$ cat src/hdl/mtd_pkg.sv
// Package for the Morse token decoder: job type, character constants, code lookup.
`timescale 1ns / 1ps

package mtd_pkg;

    localparam logic [7:0] CH_SPACE    = 8'h20;
    localparam logic [7:0] CH_QUESTION = 8'h3F;
    localparam logic [7:0] CH_NEWLINE  = 8'h0A;
    localparam logic [7:0] CH_SLASH    = 8'h2F;
    localparam logic [7:0] CH_DOT      = 8'h2E;
    localparam logic [7:0] CH_DASH     = 8'h2D;
    localparam logic [2:0] LEN_MAX     = 3'd6;
    localparam logic [2:0] LEN_CODE    = 3'd5;

    // One unit of work handed from front to back.
    typedef struct packed {
        logic       eos;      // end of stream: newline follows
        logic       has_char; // a token character goes out first
        logic [7:0] ch;       // resolved token character
    } t_job;

    // Code table, indexed by (2^len - 2) + pattern; zero means no character.
    function automatic logic [7:0] code_lookup(input logic [5:0] idx);
        logic [7:0] c;
        case (idx)
            6'd0:  c = "E";  6'd1:  c = "T";
            6'd2:  c = "I";  6'd3:  c = "A";  6'd4:  c = "N";  6'd5:  c = "M";
            6'd6:  c = "S";  6'd7:  c = "U";  6'd8:  c = "R";  6'd9:  c = "W";
            6'd10: c = "D";  6'd11: c = "K";  6'd12: c = "G";  6'd13: c = "O";
            6'd14: c = "H";  6'd15: c = "V";  6'd16: c = "F";
            6'd18: c = "L";  6'd20: c = "P";  6'd21: c = "J";
            6'd22: c = "B";  6'd23: c = "X";  6'd24: c = "C";  6'd25: c = "Y";
            6'd26: c = "Z";  6'd27: c = "Q";
            6'd30: c = "5";  6'd31: c = "4";  6'd33: c = "3";  6'd37: c = "2";
            6'd45: c = "1";  6'd46: c = "6";  6'd54: c = "7";  6'd58: c = "8";
            6'd60: c = "9";  6'd61: c = "0";
            default: c = 8'h00;
        endcase
        return c;
    endfunction

    // Character for a finished token.
    function automatic logic [7:0] resolve_token(
        input logic [2:0] len,
        input logic [4:0] pat,
        input logic       foreign,
        input logic       slash
    );
        logic [5:0] base;
        logic [5:0] idx;
        logic [7:0] c;
        base = (6'd1 << len) - 6'd2;
        idx  = base + {1'b0, pat};
        c    = code_lookup(idx);
        if (len == 3'd1 && slash) begin
            return CH_SPACE;
        end
        if (foreign || len == 3'd0 || len > LEN_CODE || c == 8'h00) begin
            return CH_QUESTION;
        end
        return c;
    endfunction

endpackage

$ cat src/hdl/morse_token_decoder.sv
// Top level of the Morse token decoder: front end, job queue, back end.
`timescale 1ns / 1ps
//
// Usage:
//   Input channel is queue-like: drive i_kind / i_data_byte and raise push;
//   the beat is taken on a rising edge with push high and full low.
//   i_kind = 0 carries a text byte, i_kind = 1 marks end of stream.
//   Output channel is queue-like too: while empty is low, o_out_char and
//   o_last_of_run show the oldest result; pop high takes that beat.
//   Whitespace ends a token and yields one character (letter, digit, space
//   for "/", or '?'). End of stream yields the open token's character, if
//   any, then a newline flagged last.
// Timing:
//   One input beat per cycle while full is low. A token-ending beat is written
//   to the job queue at its accepting edge and moves on to the output register
//   when the output side is free. The back end issues one result beat per cycle
//   while pop takes them; an end of stream with an open token yields a character
//   beat and a newline beat, which the job queue (QUEUE_DEPTH entries) absorbs.
//   If pop is held low the output register holds its beat, the queue fills,
//   and full rises to stall the input; nothing is dropped.
// Reset: synchronous active-low i_rst_n clears token state, queue and output.
//

module morse_token_decoder #(
    parameter int QUEUE_DEPTH = 4
) (
    input  logic       i_clk,
    input  logic       i_rst_n,
    input  logic       push,
    output logic       full,
    input  logic       i_kind,
    input  logic [7:0] i_data_byte,
    output logic       empty,
    input  logic       pop,
    output logic [7:0] o_out_char,
    output logic       o_last_of_run
);

    logic          in_fire;
    logic          job_valid;
    mtd_pkg::t_job job_wr;
    mtd_pkg::t_job job_rd;
    logic          job_rd_en;
    logic          job_empty;

    // Input beats are only taken when the queue can hold a job for them.
    assign in_fire = push && !full;

    mtd_front u_front (
        .i_clk       (i_clk),
        .i_rst_n     (i_rst_n),
        .i_fire      (in_fire),
        .i_kind      (i_kind),
        .i_data_byte (i_data_byte),
        .o_job_valid (job_valid),
        .o_job       (job_wr)
    );

    mtd_queue #(
        .DEPTH (QUEUE_DEPTH)
    ) u_queue (
        .i_clk    (i_clk),
        .i_rst_n  (i_rst_n),
        .i_wr     (job_valid),
        .i_wr_job (job_wr),
        .i_rd     (job_rd_en),
        .o_rd_job (job_rd),
        .o_full   (full),
        .o_empty  (job_empty)
    );

    mtd_back u_back (
        .i_clk         (i_clk),
        .i_rst_n       (i_rst_n),
        .i_job_empty   (job_empty),
        .i_job         (job_rd),
        .o_job_rd      (job_rd_en),
        .i_pop         (pop),
        .o_empty       (empty),
        .o_out_char    (o_out_char),
        .o_last_of_run (o_last_of_run)
    );

endmodule

$ cat src/hdl/mtd_front.sv
// Front end: accepts bytes, tracks the open token, issues jobs on token end or end of stream.
`timescale 1ns / 1ps

module mtd_front (
    input  logic           i_clk,
    input  logic           i_rst_n,
    input  logic           i_fire,
    input  logic           i_kind,
    input  logic [7:0]     i_data_byte,
    output logic           o_job_valid,
    output mtd_pkg::t_job  o_job
);

    logic [2:0] r_len, n_len;
    logic [4:0] r_pat, n_pat;
    logic       r_foreign, n_foreign;
    logic       r_slash, n_slash;
    logic       is_ws;

    always_comb begin
        is_ws       = i_data_byte inside {8'd32, [8'd9:8'd13]};
        n_len       = r_len;
        n_pat       = r_pat;
        n_foreign   = r_foreign;
        n_slash     = r_slash;
        o_job_valid = 1'b0;
        o_job.eos      = i_kind;
        o_job.has_char = (r_len != 3'd0);
        o_job.ch       = mtd_pkg::resolve_token(r_len, r_pat, r_foreign, r_slash);
        if (i_fire) begin
            if (i_kind || is_ws) begin
                o_job_valid = i_kind || (r_len != 3'd0);
                n_len       = 3'd0;
                n_pat       = 5'd0;
                n_foreign   = 1'b0;
                n_slash     = 1'b0;
            end else begin
                if (r_len == 3'd0 && i_data_byte == mtd_pkg::CH_SLASH) begin
                    n_slash = 1'b1;
                end
                if (i_data_byte == mtd_pkg::CH_DOT || i_data_byte == mtd_pkg::CH_DASH) begin
                    n_pat = {r_pat[3:0], (i_data_byte == mtd_pkg::CH_DASH)};
                end else begin
                    n_foreign = 1'b1;
                end
                if (r_len < mtd_pkg::LEN_MAX) begin
                    n_len = r_len + 3'd1;
                end
            end
        end
    end

    always_ff @(posedge i_clk) begin
        if (!i_rst_n) begin
            r_len     <= 3'd0;
            r_pat     <= 5'd0;
            r_foreign <= 1'b0;
            r_slash   <= 1'b0;
        end else begin
            r_len     <= n_len;
            r_pat     <= n_pat;
            r_foreign <= n_foreign;
            r_slash   <= n_slash;
        end
    end

endmodule

$ cat src/hdl/mtd_queue.sv
// Job queue between front and back.
`timescale 1ns / 1ps

module mtd_queue #(
    parameter int DEPTH = 4
) (
    input  logic           i_clk,
    input  logic           i_rst_n,
    input  logic           i_wr,
    input  mtd_pkg::t_job  i_wr_job,
    input  logic           i_rd,
    output mtd_pkg::t_job  o_rd_job,
    output logic           o_full,
    output logic           o_empty
);

    localparam int AW = (DEPTH > 1) ? $clog2(DEPTH) : 1;
    localparam int CW = $clog2(DEPTH + 1);
    localparam logic [AW-1:0] LAST = AW'(DEPTH - 1);

    mtd_pkg::t_job r_mem [DEPTH];
    logic [AW-1:0] r_wp, r_rp;
    logic [CW-1:0] r_cnt;
    logic          wr_ok, rd_ok;

    assign o_full   = (r_cnt == CW'(DEPTH));
    assign o_empty  = (r_cnt == '0);
    assign wr_ok    = i_wr && !o_full;
    assign rd_ok    = i_rd && !o_empty;
    assign o_rd_job = r_mem[r_rp];

    always_ff @(posedge i_clk) begin
        if (wr_ok) begin
            r_mem[r_wp] <= i_wr_job;
        end
    end

    always_ff @(posedge i_clk) begin
        if (!i_rst_n) begin
            r_wp  <= '0;
            r_rp  <= '0;
            r_cnt <= '0;
        end else begin
            if (wr_ok) begin
                r_wp <= (r_wp == LAST) ? '0 : r_wp + AW'(1);
            end
            if (rd_ok) begin
                r_rp <= (r_rp == LAST) ? '0 : r_rp + AW'(1);
            end
            if (wr_ok && !rd_ok) begin
                r_cnt <= r_cnt + CW'(1);
            end else if (rd_ok && !wr_ok) begin
                r_cnt <= r_cnt - CW'(1);
            end
        end
    end

endmodule

$ cat src/hdl/mtd_back.sv
// Back end: expands jobs into result beats held in an output register.
`timescale 1ns / 1ps

module mtd_back (
    input  logic           i_clk,
    input  logic           i_rst_n,
    input  logic           i_job_empty,
    input  mtd_pkg::t_job  i_job,
    output logic           o_job_rd,
    input  logic           i_pop,
    output logic           o_empty,
    output logic [7:0]     o_out_char,
    output logic           o_last_of_run
);

    logic       r_valid, n_valid;
    logic       r_nl_pend, n_nl_pend;
    logic [7:0] r_char, n_char;
    logic       r_last, n_last;
    logic       load_ok;

    assign o_empty       = !r_valid;
    assign o_out_char    = r_char;
    assign o_last_of_run = r_last;

    always_comb begin
        load_ok   = !r_valid || i_pop;
        n_valid   = r_valid;
        n_nl_pend = r_nl_pend;
        n_char    = r_char;
        n_last    = r_last;
        o_job_rd  = 1'b0;
        if (load_ok) begin
            n_valid = 1'b0;
            if (r_nl_pend) begin
                n_valid   = 1'b1;
                n_char    = mtd_pkg::CH_NEWLINE;
                n_last    = 1'b1;
                n_nl_pend = 1'b0;
            end else if (!i_job_empty) begin
                o_job_rd = 1'b1;
                n_valid  = 1'b1;
                if (i_job.eos && i_job.has_char) begin
                    n_char    = i_job.ch;
                    n_last    = 1'b0;
                    n_nl_pend = 1'b1;
                end else if (i_job.eos) begin
                    n_char = mtd_pkg::CH_NEWLINE;
                    n_last = 1'b1;
                end else begin
                    n_char = i_job.ch;
                    n_last = 1'b1;
                end
            end
        end
    end

    always_ff @(posedge i_clk) begin
        if (!i_rst_n) begin
            r_valid   <= 1'b0;
            r_nl_pend <= 1'b0;
        end else begin
            r_valid   <= n_valid;
            r_nl_pend <= n_nl_pend;
        end
        r_char <= n_char;
        r_last <= n_last;
    end

endmodule

$ cat config.mk
export PLATFORM = sky130hd
export DESIGN_NAME = morse_token_decoder
export DESIGN_NICKNAME = d
export VERILOG_FILES = /design/src/hdl/mtd_pkg.sv /design/src/hdl/morse_token_decoder.sv /design/src/hdl/mtd_front.sv /design/src/hdl/mtd_queue.sv /design/src/hdl/mtd_back.sv
export SDC_FILE = /design/constraint.sdc
export NUM_CORES = 1
export LEC_CHECK = 0
export BUFFER_PORTS_ARGS = -buffer_cell sky130_fd_sc_hd__buf_2
export CELL_PAD_IN_SITES_DETAIL_PLACEMENT = 0
export CELL_PAD_IN_SITES_GLOBAL_PLACEMENT = 1
export CORE_MARGIN = 2
export CORE_UTILIZATION = 49
export CTS_CLUSTER_SIZE = 20
export DETAILED_ROUTE_END_ITERATION = 8
export GPL_TIMING_DRIVEN = 0
export HOLD_SLACK_MARGIN = 0.06
export PLACE_DENSITY = 0.91
export RECOVER_POWER = 100
export SLEW_MARGIN = 20
export SYNTH_ARGS = -nofsm -noshare
export SYNTH_HDL_FRONTEND = slang
export SYNTH_SLANG_ARGS = --single-unit
$ cat constraint.sdc
create_clock -name i_clk -period 5.1 [get_ports i_clk]
set_input_delay 0.255 -clock i_clk [delete_from_list [all_inputs] [get_ports i_clk]]
set_output_delay 0.255 -clock i_clk [all_outputs]
set_load 0.1 [all_outputs]
* Word level (Yosys, flattened, before mapping)
Memories as Yosys holds them, arrays and structs flattened. A register that Yosys moved wholly into a read port is not among the register bits. Cells that the tools add are included.
Word-level totals: ROM bits 448, bits of input ports 13, register bits after elaboration 28, word-level logic and storage cells 107, memories kept 2, output and inout port bits 11, RAM bits 40
Operators by class: mux-type cells 37, $lt $le $gt $ge 4, shifts and indexed selects 1, eq/ne operators 10, reduce and logical (&&, ||, !) cells 35, $add $sub $neg 7
Memories:
- (no name shown) | depth 64, bits a word 7, rd ports 1, clocked after Yosys merged registers in 0, write ports 0, line mtd_pkg.sv:25 | case (idx)
- u_queue.r_mem | depth 4, bits a word 10, rd ports 1, clocked after Yosys merged registers in 1, write ports 1, line mtd_queue.sv:21 | mtd_pkg::t_job r_mem [DEPTH];
Operators with widths (count):
- $mux W8 | 7
- $eq A8 B6 Y1 const B | 4
- $mux W1 | 20
- $mux W3 | 4
- $mux W5 | 2
- $reduce_and A2 Y1 | 5
- $reduce_bool A2 Y1 | 5
- $logic_and A1 B1 Y1 | 9
- $ge A8 B4 Y1 const B | 1
- $le A8 B4 Y1 const B | 1
- $logic_not A8 Y1 | 1
- $mux W2 | 4
- $logic_or A1 B1 Y1 | 7
- $add A3 B1 Y3 const B | 2
- $add A6 B5 Y6 | 1
- $logic_not A3 Y1 | 2
- $shl A1 B3 Y6 const A | 1
- $sub A6 B2 Y6 const B | 1
- $logic_not A1 Y1 | 5
- $add A2 B1 Y2 const B | 2
- $eq A2 B2 Y1 const B | 2
- $eq A3 B1 Y1 const B | 1
- $eq A3 B3 Y1 const B | 1
- $gt A3 B3 Y1 const B | 1
- other kinds (5) | 5

* Logic depth before layout (Yosys ltp)
Gate-level depths: netlist (run 1).
depth after elaboration 11, gate-level depth with buffers 16

* Modules after synthesis
From an unflattened synthesis (run 1), not the netlist that was laid out.
Unflattened totals: cell total of the unflattened synthesis 368, area total of the unflattened synthesis 4146.5 µm²
By module, submodules not included:
- mtd_queue | times used 1, seq. area each 1381.3 µm², cells each 103, area an instance 1915.6 µm²
- mtd_front | times used 1, seq. area each 200.2 µm², cells each 231, area an instance 1746.7 µm²
- mtd_back | times used 1, seq. area each 310.3 µm², cells each 33, area an instance 470.5 µm²
- morse_token_decoder | times used 1, seq. area each 0.0 µm², cells each 1, area an instance 13.8 µm²

* Worst setup path before layout (run 1)
No wires, ideal clock.
path type register to register, from register u_queue.r_cnt[0], to register u_queue.r_cnt[2], setup slack 837 ps, cell stages (with the launch flop) 12, arrival time 4188 ps, buffers on the path 2, cell sequence dfxtp_1 -> nor3b_1 -> nor2b_1 -> clkbuf_1 -> o211a_1 -> clkbuf_1 -> ha_1 -> inv_1 -> fa_1 -> xor2_1 -> or3_1 -> a21boi_0
Between the ends: word-level cells in the longest chain between the ends 8, elaborated cells on any way between the ends 20, classes of those cells add/sub (2); eq/ne (1); mux (6); reduce/logical (11)
RTL lines:
- start, declared | line mtd_queue.sv:23 | logic [CW-1:0] r_cnt;
- start signal, assigned | line mtd_queue.sv:51 | r_cnt <= r_cnt + CW'(1);
- start signal, assigned | line mtd_queue.sv:53 | r_cnt <= r_cnt - CW'(1);
- $eq A3 B3 Y1 (*) | line mtd_queue.sv:26 | assign o_full = (r_cnt == CW'(DEPTH));
- named net full | line morse_token_decoder.sv:30 | output logic full,
- $logic_not A1 Y1 (*) | line morse_token_decoder.sv:47, mtd_queue.sv:28
- $logic_and A1 B1 Y1 | line morse_token_decoder.sv:47 | assign in_fire = push && !full;
- $mux W1 | line mtd_front.sv:30 | if (i_fire) begin
- $logic_and A1 B1 Y1 (*) | line mtd_queue.sv:28 | assign wr_ok = i_wr && !o_full;
- named net u_queue.wr_ok | line mtd_queue.sv:24 | logic wr_ok, rd_ok;
- $logic_not A1 Y1 | line mtd_queue.sv:52 | end else if (rd_ok && !wr_ok) begin
- $logic_and A1 B1 Y1 | line mtd_queue.sv:52
- $reduce_bool A2 Y1 (no source line)
The timed path passes the listed nets; every way through them passes the cells marked *. The select of a mux whose other input is x is not followed. A chain may end at the register's enable or synchronous reset.

==> results of run 1 <==
logic make-up after synthesis:
family	Yosys count
fa+ha+maj	30
flops	65
mux	18
xor+xnor	9
simple gates	100
buf+inv	42
compound gates	72
other cells	1
layout make-up:
cell class                      count  area, sq um
Sequential cell                    65         1740
Buffer                             13         55.1
Fill cell                         668         3200
Timing Repair Buffer               22         96.3
Clock inverter                      5         22.5
Tap cell                           99          124
Multi-Input combinational cell    230         1810
Clock buffer                       11          131
Inverter                           29          109
worst register-to-register path, cell delays in order, from the launching register on:
cell and delay [ps]:
dfxtp_1 360, inv_1 140, ha_1 180, nor2b_1 340
ha_1 210, ha_1 160, inv_1 50, fa_1 600
clkbuf_1 420, clkbuf_1 370, o21ai_0 140, o311ai_0 120
a22o_1 240, nor3_1 80, or4_1 590
layout by cell type (no fill, tap or decap), types with 4 or more instances in the layout:
| cell type | n |
|---|---|
| and2_0 | 5 |
| a21oi_1 | 14 |
| dfxtp_1 | 21 |
| edfxtp_1 | 44 |
| ha_1 | 28 |
| a311oi_1 | 4 |
| mux2i_1 | 7 |
| o21ai_0 | 16 |
| mux4_2 | 9 |
| or3_1 | 6 |
| a22oi_1 | 6 |
| nor2b_1 | 21 |
| nor3_1 | 9 |
| clkbuf_1 | 21 |
| nand2_1 | 19 |
| clkbuf_8 | 9 |
| inv_1 | 28 |
| buf_2 | 13 |
| a21o_1 | 4 |
| a21boi_0 | 4 |
| nor2_1 | 13 |
| xor2_1 | 4 |
| nand2b_1 | 4 |
| nand3_1 | 5 |
| xnor2_1 | 4 |
metal layers:
metal / GRT usage, % / vias to the layer above / part of all wire (%)
li1: - / 1296 / -
met2: 28.0 / 42 / 47
met5: 0 / - / 0
met3: 3.49 / 10 / 2.9
met4: 6.69 / 0 / 1.6
met1: 23.7 / 1234 / 48
stage by stage:
stage / hold slack, ps / setup WS (ps)
after global placement: 462 / 865
after floorplan: 354 / 837
after CTS: 197 / 845
final: 232 / 802
after global routing: 247 / 416
after detailed placement: 468 / 873
flip-flops by register name, summed over array words and instances (netlist names), named ones only:
signal                count
u_front.r_pat             5
u_back.o_last_of_run      1
u_back.r_valid            1
u_queue.r_rp              2
u_back.o_out_char         7
u_queue.r_mem            36
u_front.r_slash           1
u_back.r_nl_pend          1
u_front.r_foreign         1
u_front.r_len             3
u_queue.r_wp              2
u_queue.r_cnt             3
worst max-delay path by stage:
stage / start / endpoint / slack, ps / cells after the start
3_3_place_gp: u_front.r_len[1] / u_queue.r_mem[0][3] / 860 / 14
2_1_floorplan: u_queue.r_cnt[0] / u_queue.r_cnt[2] / 840 / 11
6_report: u_front.r_len[1] / u_queue.r_mem[3][5] / 800 / 14
5_1_grt: u_front.r_len[1] / u_queue.r_mem[0][2] / 420 / 14
3_5_place_dp: u_front.r_len[1] / u_queue.r_mem[0][3] / 870 / 14
4_1_cts: u_front.r_len[1] / u_queue.r_mem[1][3] / 840 / 14
power by group:
part / switching, mW / leakage [nW] / internal (mW)
sequential: 0.0279 / 0.556 / 0.657
combinational: 0.573 / 0.879 / 0.224
clock: 0.180 / 0.0819 / 0.171
total: 0.780 / 1.52 / 1.05
==> results by group, run 1 <==
Finish
  • Finished Layout Cells: 474
  • Share of post-route cells with drive strength above 1: 11.2%
  • Post-layout util: 56.1%
  • Antenna Cells: 0
  • Cell area after layout: 4090 sq um
  • P&R area growth vs syn: 10.1%
  • NumNets Final: about 410

Yosys
  • Synth async-reset ratio: 0%
  • Synth Area in XOR/XNOR: 2.49%
  • Synth Area in Compound Gates: 13.1%
  • Area leader, netlist: edfxtp_1
  • Synth cell count leaders: edfxtp_1, ha_1, inv_1
  • Cell Area, Synth: 3720 sq um
  • Mapped Nets: 380
  • Seq/Total Area, Yosys: between 40% and 50%
  • Mux share of post-synthesis cell area: under 10%
  • Avg Cell Area, Syn: 11.0 sq um
  • Main combinational cell family by area after synthesis: simple AND/OR/NAND/NOR gates
  • EDFF count, synth: 44
  • Adder-cell share of the synthesized area: 10.5%
  • Netlist cell types: 61
  • Syn Inst Count: 337
  • Synth Area in Simple Gates: between 10% and 20%
  • Ys flop type: edfxtp_1
  • Area share of the largest cell type after synthesis: 35.5%
  • Yosys reg bits: 65
  • Total number of yosys warnings: 0
  • Top-count cell post-synth: edfxtp_1
  • Synth area leaders: edfxtp_1, dfxtp_1, ha_1

Status
  • Status: complete, no violations

Detailed routing
  • Routed length per instance: 14.2 microns
  • DRT Pass-1 Iters: 5
  • Total number of vias: 2582
  • Starting DRT DRC Count: 128
  • Vias per cell: 5.45
  • Post-route ant nets: 0
  • Final Routed Wirelength: 6.75 mm
  • DRC: 0

Setup path
  • Critical path class: register to register
  • R2R setup slack: about 800 ps
  • CP endpoint kind: register
  • Buf/Inv on CP: 4
  • Worst EP arrival: 4340 ps
  • CP cell instances: inv_1, ha_1, nor2b_1, ha_1, ha_1, inv_1, fa_1, clkbuf_1, clkbuf_1, o21ai_0, o311ai_0, a22o_1, nor3_1, or4_1
  • Worst Reg-to-Reg Cells: 14
  • Reg2Reg Launch Point: u_front.r_len[1]
  • WP data required: roughly 5200 ps
  • Critical path startpoint category: register
  • Cell family with most CP delay: adder cells
  • Crit Reg-Reg Endpoint: u_queue.r_mem[3][5]
  • Worst Path Max Fanout: 10
  • Worst path slowest cell: fa_1
  • Slowest Stage Delay on Critical Path: 600 ps
  • CP most frequent cell: ha_1

Hold path
  • Hold WC Path Type: primary input to register
  • Min-delay src: i_data_byte[1]
  • Hold path depth: 3
  • WHS Endpoint: u_front.r_slash

Timing
  • Final Hold Viols: 0
  • Tcrit/Tclk final: 84.3%
  • Period minus WS final: 4300 ps
  • Unrepaired setup endpoints after global routing: false
  • Least-Margin Pin Slew: 1170 ps
  • FMAX: approximately 0.23 GHz
  • # setup viols final: 0
  • Max_slew headroom: a little under a quarter
  • Max-slew violations: 0
  • Clock Skew: between 10 and 15 ps
  • Fin Setup TNS: 0 ps

Clock tree
  • Setup bufs post-CTS: 0
  • CTS H-Tree Depth: 3
  • Clock Tree Buf Depth: 2
  • TritonCTS clock tree: built
  • Clock sinks: 65
  • Post-CTS Hold Buffers: 0
  • Clock latency on the worst-skew pair: 340 ps
  • CTS resizes: 0
  • CTS buffer count: 9
  • Clock slew at reported path FFs: 70 ps
  • Root buffer cell: clkbuf_8

Power and ir drop
  • Pwr Density: roughly 450 nW/um^2
  • Total power: 1.83 mW
  • Lkg Pwr: between 1.5 and 2 nW
  • VDD IR max: 0.000147 V

Place
  • Number of port buffers: 22
  • DP Cell Count: 458
  • Gpl congestion: ~0.86
  • Dpl cell area: slightly below 4000 sq um
  • HPWL after detailed placement: 4.99 mm

Floorplanning
  • Die H: 91.1 microns
  • Placement Rows: 31
  • Std-Cell Core Area: ~7300 sq um
  • Initial Util: 51.0%
  • Io pins: 24
  • Die footprint: ~8300 sq um
  • Die width: 91.1 microns

Global route
  • GR Util All Layers: 17.5%
  • Antenna violations before repair: 0
  • Pin count of the biggest net entering global routing: 11
  • Remaining Overflow, GRT: 0
  • First-pass GRT wire length: 11.6 mm
  • Number of global-route vias before repair: 2471

Job
  • Max Cap Viol: 0
Power figures use the tool's default switching activity.
==> inputs of run 2 (changes only) <==
--- a/config.mk
+++ b/config.mk
@@ -9,12 +9,12 @@
 export CELL_PAD_IN_SITES_DETAIL_PLACEMENT = 0
 export CELL_PAD_IN_SITES_GLOBAL_PLACEMENT = 1
 export CORE_MARGIN = 2
-export CORE_UTILIZATION = 49
+export CORE_UTILIZATION = 44
 export CTS_CLUSTER_SIZE = 20
 export DETAILED_ROUTE_END_ITERATION = 8
 export GPL_TIMING_DRIVEN = 0
 export HOLD_SLACK_MARGIN = 0.06
-export PLACE_DENSITY = 0.91
+export PLACE_DENSITY = 0.87
 export RECOVER_POWER = 100
 export SLEW_MARGIN = 20
 export SYNTH_ARGS = -nofsm -noshare
==> constraint.sdc (replaced) <==
create_clock -name i_clk -period 3.46 [get_ports i_clk]
set_input_delay 0.173 -clock i_clk [delete_from_list [all_inputs] [get_ports i_clk]]
set_output_delay 0.173 -clock i_clk [all_outputs]
set_load 0.1 [all_outputs]
==> results by group, run 2 (synthesis gave the netlist of run 1 again) <==
Finish
  • P&R area growth vs syn: 26.0%
  • Max reg flops: 36
  • Finished Layout Cells: just over 500
  • Most frequent cells in the layout: edfxtp_1, buf_4, inv_1
  • Antenna Cells: 0
  • NumNets Final: about 440
  • Share of post-route cells with drive strength above 1: approximately 31%
  • Largest Register: u_queue.r_mem
  • Most common cell after layout, fill and taps aside: edfxtp_1

Clock tree
  • CTS H-Tree Depth: 3
  • Clock sinks: 65
  • TritonCTS clock tree: built
  • Clock slew at reported path FFs: 80 ps
  • Clock Tree Buf Depth: 2
  • Root buffer cell: clkbuf_8
  • CTS buffer count: 9
  • Clock latency on the worst-skew pair: approximately 340 ps

Place
  • Dpl ws: -551 ps
  • Gpl congestion: roughly 0.86
  • HPWL after detailed placement: 5.06 mm
  • Number of port buffers: 22
  • DP Cell Count: roughly 460

Floorplanning
  • Die width: 95.9 microns
  • Placement Rows: 33
  • Die footprint: 9200 sq um
  • Die H: between 90 and 100 microns
  • Std-Cell Core Area: 8220 sq um
  • Initial Util: about 45%
  • Io pins: 24

Power and ir drop
  • Lkg Pwr: between 1.5 and 2 nW
  • Total power: 2.99 mW
  • Pwr Density: 638 nW/um^2
  • VDD IR max: 0.000217 V

Status
  • Status: finished with violations
  • Violated checks: setup timing

Setup path
  • Critical path class: register to register
  • Worst Path Max Fanout: 6
  • WP data required: 3630 ps
  • Critical path startpoint category: register
  • CP endpoint kind: register
  • Worst EP arrival: ~3700 ps

Global route
  • GR Util All Layers: 17.2%
  • First-pass GRT wire length: 11.9 mm
  • Pin count of the biggest net entering global routing: 13
  • Antenna violations before repair: 0
  • Remaining Overflow, GRT: 0
  • Number of global-route vias before repair: around 2600

Timing
  • Tcrit/Tclk final: 101%
  • Max_slew headroom: 22.8%
  • Period minus WS final: 3500 ps
  • FMAX: 0.286 GHz
  • Unrepaired setup endpoints after global routing: true
  • Max-slew violations: 0
  • Setup ws final: -38.6 ps
  • Final Hold Viols: 0
  • # setup viols final: 16
  • Fin Setup TNS: -556 ps
  • Clock Skew: 13.3 ps
  • Least-Margin Pin Slew: 1160 ps

Detailed routing
  • Post-route ant nets: 0
  • Routed length per instance: 15.8 microns
  • Starting DRT DRC Count: ~150
  • Final Routed Wirelength: 7.96 mm
  • Vias per cell: 5.51
  • DRT Pass-1 Iters: 4
  • Total number of vias: 2781
  • DRC: 0

Hold path
  • Hold WC Path Type: primary input to register

Job
  • Max Cap Viol: 0
run 2: area by class of cell:
| cell class | count | area (sq um) |
|---|---|---|
| repair buffers | 48 | 307 |
| well taps | 105 | 131 |
| plain buffers | 12 | 81.3 |
| clock inverters | 6 | 38.8 |
| fillers | 658 | 3530 |
| clock buffers | 10 | 149 |
| flip-flops and latches | 65 | 1750 |
| inverters | 29 | 121 |
| multi-input cells | 230 | 2110 |
run 2: where the power goes:
| group | total, mW | internal [mW] | switching [mW] |
|---|---|---|---|
| Clock | 0.605 | 0.304 | 0.301 |
| Sequential | 1.01 | 0.966 | 0.0460 |
| Combinational | 1.37 | 0.460 | 0.912 |
run 2: critical path: stages, from the launching register on:
cell,delay [ps]
dfxtp_4,380
inv_6,80
ha_4,140
nor2b_4,180
ha_4,160
ha_4,140
inv_2,40
fa_2,610
mux2_2,350
nand2_1,70
o21ai_1,100
mux2i_2,240
a21oi_4,100
buf_4,150
or4_4,470
o21ai_4,110
run 2: layer usage:
layer,GRT usage [%],vias to the layer above,wire [microns]
met5,0,-,0
met4,6.19,0,111
met3,3.76,11,322
met2,29.1,77,4080
met1,21.7,1343,3450
li1,-,1350,-
run 2: final timing paths:
kind               startpoint             endpoint  slack [ps]  depth (start not counted)
max          u_front.r_len[1]  u_queue.r_mem[2][2]         -40                         15
min                   i_rst_n     u_front.r_len[1]         140                          2
max reg2reg  u_front.r_len[1]  u_queue.r_mem[2][2]         -40                         15
min reg2reg  u_queue.r_cnt[2]     u_queue.r_cnt[2]         520                          2
run 2: what timing repair did:
item                                    4_1_cts  5_1_grt
hold buffers                                  0        0
setup buffers                                20        5
pin swaps                                    19       25
endpoints found under the setup margin       24       28
resized for setup                            59       14
hold endpoints to repair                      0        0
gates cloned                                  0        1
run 2: stage by stage:
stage / utilization [%] / hold WS [ps] / cell area [sq um]
2_1_floorplan: - / 272 / 3760
3_3_place_gp: 48.7 / 475 / 4000
3_5_place_dp: 48.7 / 479 / 4000
4_1_cts: 55.7 / 113 / 4570
5_1_grt: 57.0 / 146 / 4690
6_report: 57.0 / 144 / 4690
==> inputs of run 3 (changes only) <==
--- a/config.mk
+++ b/config.mk
@@ -6,7 +6,7 @@
 export NUM_CORES = 1
 export LEC_CHECK = 0
 export BUFFER_PORTS_ARGS = -buffer_cell sky130_fd_sc_hd__buf_2
-export CELL_PAD_IN_SITES_DETAIL_PLACEMENT = 0
+export CELL_PAD_IN_SITES_DETAIL_PLACEMENT = 1
 export CELL_PAD_IN_SITES_GLOBAL_PLACEMENT = 1
 export CORE_MARGIN = 2
 export CORE_UTILIZATION = 44
@@ -14,7 +14,7 @@
 export DETAILED_ROUTE_END_ITERATION = 8
 export GPL_TIMING_DRIVEN = 0
 export HOLD_SLACK_MARGIN = 0.06
-export PLACE_DENSITY = 0.87
+export PLACE_DENSITY_LB_ADDON = 0.3
 export RECOVER_POWER = 100
 export SLEW_MARGIN = 20
 export SYNTH_ARGS = -nofsm -noshare
==> results by group, run 3 (synthesis gave the netlist of run 1 again) <==
Status
  • Status: finished with violations
  • Violated checks: setup timing

Global route
  • First-pass GRT wire length: roughly 15 mm
  • Remaining Overflow, GRT: 0
  • Number of global-route vias before repair: 2859
  • GR Util All Layers: 21.6%
  • Pin count of the biggest net entering global routing: 13
  • Antenna violations before repair: 0

Setup path
  • Critical path startpoint category: register
  • Critical path class: register to register
  • Worst Reg-to-Reg Cells: 15
  • Worst Path Max Fanout: 5
  • R2R setup slack: -70 ps
  • Worst EP arrival: 3710 ps
  • Reg2Reg Launch Point: u_front.r_len[1]
  • WP data required: 3640 ps
  • Crit Reg-Reg Endpoint: u_queue.r_mem[0][3]
  • CP endpoint kind: register

Place
  • Gpl congestion: 0.812
  • Dpl cell area: around 4000 sq um
  • Number of port buffers: 22
  • Dpl ws: -602 ps
  • HPWL after detailed placement: ~6.1 mm

Clock tree
  • Clock slew at reported path FFs: ~80 ps
  • Clock Tree Buf Depth: 2
  • CTS H-Tree Depth: 3
  • Clock sinks: 65
  • Post-CTS Hold Buffers: 0
  • CTS buffer count: 9
  • Root buffer cell: clkbuf_8
  • Clock latency on the worst-skew pair: 350 ps
  • TritonCTS clock tree: built

Detailed routing
  • DRT Pass-1 Iters: 4
  • DRC: 0
  • Routed length per instance: 18.3 microns
  • Post-route ant nets: 0
  • Vias per cell: 5.57
  • Total number of vias: between 2000 and 3000
  • Starting DRT DRC Count: approximately 120
  • Final Routed Wirelength: 9.17 mm

Floorplanning
  • Placement Rows: 33
  • Std-Cell Core Area: just over 8000 sq um
  • Die footprint: 9200 sq um
  • Die H: 95.9 microns
  • Initial Util: between 40% and 50%
  • Die width: 95.9 microns
  • Io pins: 24

Finish
  • Share of post-route cells with drive strength above 1: 30.6%
  • Max reg flops: 36
  • Largest Register: u_queue.r_mem
  • Most frequent cells in the layout: edfxtp_1, inv_1, buf_4
  • NumNets Final: 433
  • P&R area growth vs syn: 24.8%
  • Cell area after layout: 4640 sq um
  • Post-layout util: 56.5%
  • Most common cell after layout, fill and taps aside: edfxtp_1
  • Antenna Cells: 0

Power and ir drop
  • Lkg Pwr: 1.70 nW
  • Sequential Power Share: 34.0%
  • Clock power share: 18.7%
  • Switching Power: 1.30 mW
  • Pwr Density: ~640 nW/um^2
  • VDD IR max: 0.000224 V
  • Int Pwr: 1.68 mW
  • Total power: slightly below 3 mW
  • Switching share of power: 43.7%
  • Comb pwr share: 47.2%

Timing
  • FMAX: 0.284 GHz
  • Max_slew headroom: 22.2%
  • Unrepaired setup endpoints after global routing: true
  • Least-Margin Pin Slew: 1170 ps
  • Max-slew violations: 0
  • Fin Setup TNS: -869 ps
  • Final Hold Viols: 0
  • Clock Skew: 18.5 ps
  • # setup viols final: 16
  • Tcrit/Tclk final: 102%
  • Setup ws final: -65.6 ps
  • Period minus WS final: 3530 ps

Hold path
  • Hold WC Path Type: primary input to register
  • WHS Endpoint: u_front.r_len[1]
  • Min-delay src: i_rst_n
  • Hold path depth: 2

Job
  • Max Cap Viol: 0
[run 3: cell types whose count changed in the layout (fill, tap and decap cells not counted), moves of 2 or more]
| cell | previous run | this run |
|---|---|---|
| nand2b_1 | 2 | 4 |
| buf_4 | 24 | 22 |
| clkinvlp_4 | 0 | 4 |
| clkbuf_1 | 14 | 11 |
| buf_6 | 3 | 1 |
| inv_6 | 2 | 0 |
| nand2_2 | 4 | 2 |
| buf_2 | 13 | 15 |
| clkinv_2 | 3 | 1 |
| nand2b_4 | 2 | 0 |
[run 3: power by group through the flow]
stage	combinational [mW]	sequential (mW)	clock, mW
3_5_place_dp	1.23	1.03	0
3_3_place_gp	1.19	1.03	0
2_1_floorplan	0.652	1.37	0
4_1_cts	1.38	1.02	0.571
6_report	1.41	1.02	0.559
5_1_grt	1.51	1.03	0.611
[run 3: what timing repair did]
action / 4_1_cts / 5_1_grt
setup endpoints to repair: 24 / 28
buffers inserted: 15 / 5
gates cloned: 1 / 0
resized for setup: 61 / 13
pin swaps: 18 / 13
[run 3: worst max-delay path by stage]
stage                               end        startpoint  slack, ps
finish              u_queue.r_mem[0][3]  u_front.r_len[1]        -70
detailed placement  u_queue.r_mem[1][2]  u_front.r_len[0]       -600
CTS                 u_queue.r_mem[3][5]  u_front.r_len[1]        -30
global route        u_queue.r_mem[0][5]  u_front.r_len[1]       -130
floorplan           u_queue.r_mem[0][5]  u_front.r_len[0]          2
global placement    u_queue.r_mem[0][2]  u_front.r_len[0]       -490
[run 3: per-stage QoR]
stage,std cells,hold slack [ps]
floorplan,337,272
global placement,464,453
detailed placement,464,450
CTS,495,86.4
global route,500,138
finish,500,138
[run 3: worst max-delay path: stages, from the launching register on]
cell and delay [ps]:
dfxtp_4 380, inv_4 80, ha_4 130, nor2b_4 200, ha_4 170, ha_4 140
inv_2 40, fa_2 410, xnor2_2 180, buf_4 140, nand2b_1 170, a2bb2oi_1 230
a21boi_0 150, a21o_1 230, or4_4 590, o21ai_4 120
[run 3: area by class of cell]
cell class,instances,area [sq um]
fill,862,3580
multi-input combinational,230,2120
sequential,65,1750
timing repair buffer,43,272
tap,105,131
clock buffer,9,124
inverter,29,119
buffer,12,77.6
clock inverter,7,47.5
[run 3: per-layer routing]
| metal | GRT usage (%) | wire, microns |
|---|---|---|
| met5 | 0 | 0 |
| met3 | 4.86 | 229 |
| met1 | 25.8 | 3860 |
| met2 | 38.3 | 4950 |
| met4 | 7.02 | 131 |
